`src/sv/e8pd_pkg.sv`:
```
// Package for the EAN-8 bar pattern decoder: pipeline types, code tables
// and the group match and modulo-10 helpers.
// Depends on nothing; used by e8pd_decode and ean8_pattern_decoder_top.
package e8pd_pkg;

  localparam int unsigned HeadW   = 3;
  localparam int unsigned BodyW   = 64;
  localparam int unsigned GroupW  = 7;
  localparam int unsigned DigitW  = 4;
  localparam int unsigned NDigits = 8;
  localparam int unsigned NCodes  = 10;
  localparam int unsigned SumW    = 8;   // largest weighted sum is 135

  // Guard patterns
  localparam logic [2:0] StartGuard  = 3'b101;
  localparam logic [4:0] CentreGuard = 5'b01010;
  localparam logic [2:0] EndGuard    = 3'b101;

  // Low bit of each group in the body word
  localparam int unsigned LeftLsb0  = 57;
  localparam int unsigned RightLsb0 = 24;
  localparam int unsigned GroupStep = 7;
  localparam int unsigned CentreLsb = 31;

  typedef logic [DigitW-1:0] digit_t;
  typedef logic [GroupW-1:0] group_t;
  typedef digit_t [NDigits-1:0] digits_t;

  typedef logic [GroupW-1:0] code_tab_t [NCodes];

  // L codes (odd parity) and R codes, digit 0 first
  localparam code_tab_t LCodes = '{
    7'h0D, 7'h19, 7'h13, 7'h3D, 7'h23, 7'h31, 7'h2F, 7'h3B, 7'h37, 7'h0B
  };
  localparam code_tab_t RCodes = '{
    7'h72, 7'h66, 7'h6C, 7'h42, 7'h5C, 7'h4E, 7'h50, 7'h44, 7'h48, 7'h74
  };

  typedef struct packed {
    digit_t digit;
    logic   miss;
  } match_t;

  // Stage one result: matched digits and error flags
  typedef struct packed {
    digits_t digits;
    logic    guard_err;
    logic    miss;
  } dec_t;

  // Match one group against a table; no match gives digit 0 and a miss
  function automatic match_t match_group(input group_t grp, input logic right);
    match_t res;
    logic   hit;
    res = '{digit: '0, miss: 1'b1};
    hit = 1'b0;
    for (int unsigned d = 0; d < NCodes; d++) begin
      if (!hit && grp == (right ? RCodes[d] : LCodes[d])) begin
        hit       = 1'b1;
        res.digit = DigitW'(d);
        res.miss  = 1'b0;
      end
    end
    return res;
  endfunction

  // Remainder modulo 10 of a sum below 160, by conditional subtraction
  function automatic digit_t mod10(input logic [SumW-1:0] val);
    logic [SumW-1:0] r;
    r = val;
    if (r >= SumW'(80)) r = r - SumW'(80);
    if (r >= SumW'(40)) r = r - SumW'(40);
    if (r >= SumW'(20)) r = r - SumW'(20);
    if (r >= SumW'(10)) r = r - SumW'(10);
    return r[DigitW-1:0];
  endfunction

endpackage

```
`src/sv/e8pd_decode.sv`:
```
// First pipeline stage of the EAN-8 decoder: guard checks and the eight
// table matches, registered. Depends on e8pd_pkg.
module e8pd_decode (
  input  logic                        clk_i,
  input  logic                        rst_ni,
  input  logic                        load_i,
  input  logic                        valid_i,
  input  logic [e8pd_pkg::HeadW-1:0]  head_i,
  input  logic [e8pd_pkg::BodyW-1:0]  body_i,
  output logic                        valid_o,
  output e8pd_pkg::dec_t              dec_o
);

  logic           valid_q;
  e8pd_pkg::dec_t dec_d, dec_q;

  // Check guards and match every group against its table
  always_comb begin
    e8pd_pkg::match_t m;
    dec_d.guard_err = (head_i != e8pd_pkg::StartGuard) ||
                      (body_i[e8pd_pkg::CentreLsb +: 5] != e8pd_pkg::CentreGuard) ||
                      (body_i[2:0] != e8pd_pkg::EndGuard);
    dec_d.miss   = 1'b0;
    dec_d.digits = '0;
    for (int unsigned g = 0; g < 4; g++) begin
      m = e8pd_pkg::match_group(
            body_i[e8pd_pkg::LeftLsb0 - g*e8pd_pkg::GroupStep +: e8pd_pkg::GroupW], 1'b0);
      dec_d.digits[g] = m.digit;
      dec_d.miss      = dec_d.miss | m.miss;
      m = e8pd_pkg::match_group(
            body_i[e8pd_pkg::RightLsb0 - g*e8pd_pkg::GroupStep +: e8pd_pkg::GroupW], 1'b1);
      dec_d.digits[g+4] = m.digit;
      dec_d.miss        = dec_d.miss | m.miss;
    end
  end

  // Advance the valid bit when the stage moves
  always_ff @(posedge clk_i or negedge rst_ni) begin
    if (!rst_ni) begin
      valid_q <= 1'b0;
    end else if (load_i) begin
      valid_q <= valid_i;
    end
  end

  // Hold the payload until a new request enters
  always_ff @(posedge clk_i) begin
    if (load_i && valid_i) begin
      dec_q <= dec_d;
    end
  end

  assign valid_o = valid_q;
  assign dec_o   = dec_q;

endmodule

```
`src/sv/ean8_pattern_decoder_top.sv`:
```
// Top level of the EAN-8 bar pattern decoder: three-stage pipeline of
// match, weighted sum and check. Depends on e8pd_pkg and e8pd_decode.
//
//   channel | signals                                  | direction
//   --------+------------------------------------------+----------
//   in      | in_valid_i, in_stall_o, modules_*_i      | request in
//   out     | out_valid_o, out_stall_i, digit_*_o,     | result out
//           | guard_error_o, symbol_error_o, check_ok_o|
//
// One request per cycle while the output is not stalled; each result passes the
// match, sum and check registers before it can be taken at the output.
// Stages: table match, weighted sum, modulo-10 check into the output register.
// Reset clears the three stage valid bits only.
// A stall moves back stage by stage; empty stages still fill, so requests are
// taken while a finished result waits at the output.
module ean8_pattern_decoder_top (
  input  logic                        clk_i,
  input  logic                        rst_ni,
  input  logic                        in_valid_i,
  output logic                        in_stall_o,
  input  logic [e8pd_pkg::HeadW-1:0]  modules_head_i,
  input  logic [e8pd_pkg::BodyW-1:0]  modules_body_i,
  output logic                        out_valid_o,
  input  logic                        out_stall_i,
  output logic [e8pd_pkg::DigitW-1:0] digit_zero_o,
  output logic [e8pd_pkg::DigitW-1:0] digit_one_o,
  output logic [e8pd_pkg::DigitW-1:0] digit_two_o,
  output logic [e8pd_pkg::DigitW-1:0] digit_three_o,
  output logic [e8pd_pkg::DigitW-1:0] digit_four_o,
  output logic [e8pd_pkg::DigitW-1:0] digit_five_o,
  output logic [e8pd_pkg::DigitW-1:0] digit_six_o,
  output logic [e8pd_pkg::DigitW-1:0] digit_seven_o,
  output logic                        guard_error_o,
  output logic                        symbol_error_o,
  output logic                        check_ok_o
);

  logic                           s1_valid;
  e8pd_pkg::dec_t                 s1_dec;
  logic                           s2_valid_q, s3_valid_q;
  logic                           mv1, mv2, mv3;
  e8pd_pkg::dec_t                 s2_dec_q;
  logic [e8pd_pkg::SumW-1:0]      sum_d, s2_sum_q;
  e8pd_pkg::dec_t                 s3_dec_q;
  logic                           chk_ok_d, s3_chk_q;
  e8pd_pkg::digit_t               rem;
  e8pd_pkg::digit_t               chk_digit;

  // Stage moves when empty or when the stage after it moves
  assign mv3        = !s3_valid_q || !out_stall_i;
  assign mv2        = !s2_valid_q || mv3;
  assign mv1        = !s1_valid || mv2;
  assign in_stall_o = !mv1;

  // Stage one: guards and table matches
  e8pd_decode u_decode (
    .clk_i   (clk_i),
    .rst_ni  (rst_ni),
    .load_i  (mv1),
    .valid_i (in_valid_i),
    .head_i  (modules_head_i),
    .body_i  (modules_body_i),
    .valid_o (s1_valid),
    .dec_o   (s1_dec)
  );

  // Weighted sum: odd positions count three times
  always_comb begin
    logic [e8pd_pkg::SumW-1:0] odd_sum, even_sum;
    odd_sum  = e8pd_pkg::SumW'(s1_dec.digits[0]) + e8pd_pkg::SumW'(s1_dec.digits[2]) +
               e8pd_pkg::SumW'(s1_dec.digits[4]) + e8pd_pkg::SumW'(s1_dec.digits[6]);
    even_sum = e8pd_pkg::SumW'(s1_dec.digits[1]) + e8pd_pkg::SumW'(s1_dec.digits[3]) +
               e8pd_pkg::SumW'(s1_dec.digits[5]);
    sum_d    = (odd_sum << 1) + odd_sum + even_sum;
  end

  // Check digit from the remainder, compare with the eighth digit
  always_comb begin
    rem       = e8pd_pkg::mod10(s2_sum_q);
    chk_digit = (rem == '0) ? '0 : e8pd_pkg::DigitW'(10) - rem;
    chk_ok_d  = (s2_dec_q.digits[7] == chk_digit);
  end

  // Advance the valid bits of stages two and three
  always_ff @(posedge clk_i or negedge rst_ni) begin
    if (!rst_ni) begin
      s2_valid_q <= 1'b0;
      s3_valid_q <= 1'b0;
    end else begin
      if (mv2) begin
        s2_valid_q <= s1_valid;
      end
      if (mv3) begin
        s3_valid_q <= s2_valid_q;
      end
    end
  end

  // Load stage payloads only when a request moves in
  always_ff @(posedge clk_i) begin
    if (mv2 && s1_valid) begin
      s2_dec_q <= s1_dec;
      s2_sum_q <= sum_d;
    end
    if (mv3 && s2_valid_q) begin
      s3_dec_q <= s2_dec_q;
      s3_chk_q <= chk_ok_d;
    end
  end

  // Drive the result ports from the output register
  assign out_valid_o    = s3_valid_q;
  assign digit_zero_o   = s3_dec_q.digits[0];
  assign digit_one_o    = s3_dec_q.digits[1];
  assign digit_two_o    = s3_dec_q.digits[2];
  assign digit_three_o  = s3_dec_q.digits[3];
  assign digit_four_o   = s3_dec_q.digits[4];
  assign digit_five_o   = s3_dec_q.digits[5];
  assign digit_six_o    = s3_dec_q.digits[6];
  assign digit_seven_o  = s3_dec_q.digits[7];
  assign guard_error_o  = s3_dec_q.guard_err;
  assign symbol_error_o = s3_dec_q.miss;
  assign check_ok_o     = s3_chk_q;

`ifndef SYNTH
  // Back-pressure reaches the input only with every stage full and the output held
  a_stall_full: assert property (@(posedge clk_i) disable iff (!rst_ni)
    in_stall_o |-> (s1_valid && s2_valid_q && out_valid_o && out_stall_i))
    else $error("input stalled while pipeline has room");

  // A blocked sum stage keeps its request and its sum
  a_s2_hold: assert property (@(posedge clk_i) disable iff (!rst_ni)
    (s2_valid_q && !mv2) |=> (s2_valid_q && $stable(s2_sum_q)))
    else $error("sum stage lost or changed a held request");

  // Weighted sum of seven decimal digits never exceeds 135
  a_sum_range: assert property (@(posedge clk_i) disable iff (!rst_ni)
    s2_valid_q |-> (s2_sum_q <= e8pd_pkg::SumW'(135)))
    else $error("weighted sum out of range");

  // Delivered digits zero, three, four and seven are decimal
  a_digit_range: assert property (@(posedge clk_i) disable iff (!rst_ni)
    out_valid_o |-> (digit_zero_o <= 4'd9 && digit_three_o <= 4'd9 &&
                     digit_four_o <= 4'd9 && digit_seven_o <= 4'd9))
    else $error("non-decimal digit delivered");
`endif

endmodule

```
`config.mk`:
```
export PLATFORM = sky130hd
export DESIGN_NAME = ean8_pattern_decoder_top
export DESIGN_NICKNAME = d
export VERILOG_FILES = /design/src/sv/e8pd_pkg.sv /design/src/sv/e8pd_decode.sv /design/src/sv/ean8_pattern_decoder_top.sv
export SDC_FILE = /design/constraint.sdc
export NUM_CORES = 1
export LEC_CHECK = 0
export BUFFER_PORTS_ARGS = -buffer_cell sky130_fd_sc_hd__buf_2
export CORE_AREA = 2 2 129 131
export DETAILED_ROUTE_END_ITERATION = 6
export DIE_AREA = 0 0 131 133
export GPL_ROUTABILITY_DRIVEN = 0
export GPL_TIMING_DRIVEN = 0
export PLACE_DENSITY_LB_ADDON = 0.08
export SLEW_MARGIN = 20
export SYNTH_ARGS = -nofsm -noshare
export SYNTH_HDL_FRONTEND = slang
export SYNTH_SLANG_ARGS = --single-unit
```
`constraint.sdc`:
```
create_clock -name clk_i -period 4.5 [get_ports clk_i]
set_input_delay 0.9 -clock clk_i [delete_from_list [all_inputs] [get_ports clk_i]]
set_output_delay 0.9 -clock clk_i [all_outputs]
set_load 0.02 [all_outputs]
```
==> results.toml <==
[sta]
setup_tns_ps = -758.8
layout_worst_path_cycle_share_pct = 105.8
fin_skew_ps = 7.149
slew_violations = 0
hold_viol_final = 0
tightest_slew_ps = 792.5
worst_slack_ps = -261.4
setup_viol = 5
rsz0062_at_grt = "yes"
relSlewSlack_pct = 47.03
fmax_mhz = 210.0
period_needed_ps = 4761

[clock_network]
cts.htree.levels = 4
clk_latency_ps = 410
root_buffer = "clkbuf_16"
cts_buffer_depth = 2
clk_pin_slew_ps = 60
cts_tree = "done"
hold_buffers = 0
cts.sinks = 114
numCtsBuffers = 17

[final_layout]
n_antenna_cell = 0
postLayoutCoreUtil_pct = 52.48
layout-drive-gt1-share_pct = 19.51
final_cells = 994
fin_nets = 870
syn2layout_area_growth_pct = 20.54

[synthesis]
synth_largest_area_cell = "edfxtp_1"
synth_cell_types = 69
synthTopCellsByArea = "edfxtp_1 (47%), fa_1 (5.4%), ha_1 (3.4%), a21oi_1 (3.3%), xnor2_1 (3.1%)"
synth_edf_count = 111
yosysWarnings = 0
synthArstFlopShare_pct = 2.632
netlist_top_cells_count = "edfxtp_1 (111), nor2_1 (58), a21oi_1 (46)"
synth_nets = 760
yosysMostFrequentCell = "edfxtp_1"
synth-seq-area-share_pct = 48.41
yosysTopAreaCellShare_pct = 47.34
avgSynthCellArea_um2 = 10.81
synth_flop_cell = "edfxtp_1"
ys_ff_latch = 114
synth_area_mm2 = 0.007041
netlist_instances = 651

[floorplanning]
die_h_um = 133
fp.dieW_um = 131
dieArea_mm2 = 0.01742
io_pins = 108
core_mm2 = 0.01617
rows = 47
initial_core_util_pct = 43.54

[setup_path]
rrSetupSlack_ps = -260
cp_slowest_stage_delay_ps = 570
r2r-start = "u_decode.dec_o[11]"
required_ps = 4650
crit_family = "adder cells"
r2r-end = "s2_sum_q[6]"
crit_buf_inv = 2
cp-startpoint = "u_decode.dec_o[11]"
cpMostUsedCell = "fa_1"
worstSetupEndpointType = "register"
slowest_stage = "fa_1"
cp-start-kind = "register"
worstSetupPathType = "reg -> reg"
ff2ff_path_depth = 14
cp.arrival_ps = 4910
worstPathMaxFanout = 2
crit_chain = "fa_1 > fa_1 > ha_2 > fa_2 > fa_1 > fa_1 > fa_1 > ha_2 > inv_2 > fa_2 > inv_1 > a21o_1 > a21oi_2 > xnor2_1"

[placement]
portBuffers = 84
dp.cells = 958
hpwl_um = 11130

[route]
wl_per_cell_um = 14.80
routed_wl_um = 14710
drc = 0
postRouteAntennaNets = 0
drtPass1Iterations = 5
via_count = 5308
vias_per_cell = 5.340
drtIter0Drc = 383

[status]
status = "finished with violations"
violations = "negative setup slack"

[power]
finalPower_mw = 5.656
net-switching-power_mw = 2.119
clockPowerShare_pct = 23.9
total_leakage_power_nw = 3.139
switching_share_pct = 37.46
p_comb_share_pct = 50.2
p_seq_share_pct = 25.9
p_int_mw = 3.537
power.density_mw_per_mm2 = 666.5
ir_drop_mv = 0.4173

[global_route]
grt_pass1_vias = 5094
antenna_found_initial = 0
gr-total-overflow = 0
grt_use_total_pct = 17.63
grt_pass1_wl_um = 24120
grt_max_degree = 32

[flow_run]
cap_viol_max_count = 0

[min_path]
hold_class = "in -> async"
-- kinds of logic (layout without fill, tap and decap cells) --
group | after synthesis | after routing | share of synthesized area [%]
flops | 114 | 114 | 48.41
compound gates | 159 | 159 | 15.28
xor+xnor | 42 | 42 | 5.438
fa+ha+maj | 39 | 39 | 8.921
mux | 8 | 8 | 1.137
buf+inv | 73 | 196 | 3.910
simple gates | 216 | 216 | 16.90
-- state kept, by name, summed over array words and instances, names as in the netlist, 4 cells and up --
signal          flops
digit_three_o       4
s2_sum_q            8
digit_four_o        4
digit_one_o         4
digit_two_o         4
s2_dec_q           34
u_decode.dec_o     34
digit_zero_o        4
digit_seven_o       4
digit_five_o        4
digit_six_o         4
-- area by class of cell --
type,instances,area [um2]
Buffer,48,181.4
Clock inverter,15,181.4
Tap cell,220,275.3
Inverter,25,93.84
Sequential cell,114,3408
Multi-Input combinational cell,464,3403
Timing Repair Buffer,91,518.0
Fill cell,1436,7685
Clock buffer,17,425.4
-- repair_timing --
item                       CTS  global route
gates resized for setup      0             2
setup buffers                3             2
pin swaps                    5             2
setup endpoints to repair    5             5
-- per-stage QoR --
stage | worst slack, ps | instance area, um2 | hold slack (ps)
6_report | -261.4 | 8487 | 278.2
3_5_place_dp | -312.2 | 7843 | 404.5
3_3_place_gp | -1389 | 7761 | 402.1
4_1_cts | -317.8 | 8472 | 262.4
5_1_grt | -455.2 | 8487 | 263.7
2_1_floorplan | -114.4 | 7066 | 400.3
-- worst max path at each step --
stage | to | slack [ps] | cells past startpoint
CTS | s2_sum_q[7] | -320 | 14
global route | s2_sum_q[7] | -460 | 14
finish | s2_sum_q[6] | -260 | 14
global placement | digit_five_o[0] | -1390 | 2
detailed placement | s2_sum_q[7] | -310 | 14
floorplan | s2_sum_q[6] | -110 | 14
-- layout by cell type, fill, tap and decap left out, types with 17 or more instances in the layout --
cell type	synthesis	layout
a31oi_1	19	19
a21oi_1	46	44
inv_1	24	22
o21ai_0	26	26
clkbuf_1	41	41
xnor2_1	25	24
buf_2	1	85
nor3_1	25	25
nand2b_1	21	21
clkbuf_16	0	17
ha_1	19	17
fa_1	19	17
nand2_1	30	30
nor2_1	58	58
edfxtp_1	111	111
-- power by group through the flow --
stage / Clock, mW / Sequential (mW) / Combinational, mW
2_1_floorplan: 0 / 1.51 / 2.15
3_3_place_gp: 0 / 1.49 / 2.61
3_5_place_dp: 0 / 1.49 / 2.70
4_1_cts: 1.38 / 1.47 / 2.78
5_1_grt: 1.44 / 1.48 / 3.17
6_report: 1.35 / 1.46 / 2.84
-- per-layer routing --
metal | GRT usage (%) | wire length, um | up-vias | share of wire, %
li1 | - | - | 2655 | -
met1 | 22.81 | 6550 | 2497 | 45
met2 | 28.87 | 7313 | 143 | 50
met3 | 4.691 | 620 | 13 | 4.2
met4 | 5.437 | 225 | 0 | 1.5
met5 | 0 | 0 | - | 0
Note: power is estimated with default switching activity, not from simulation.
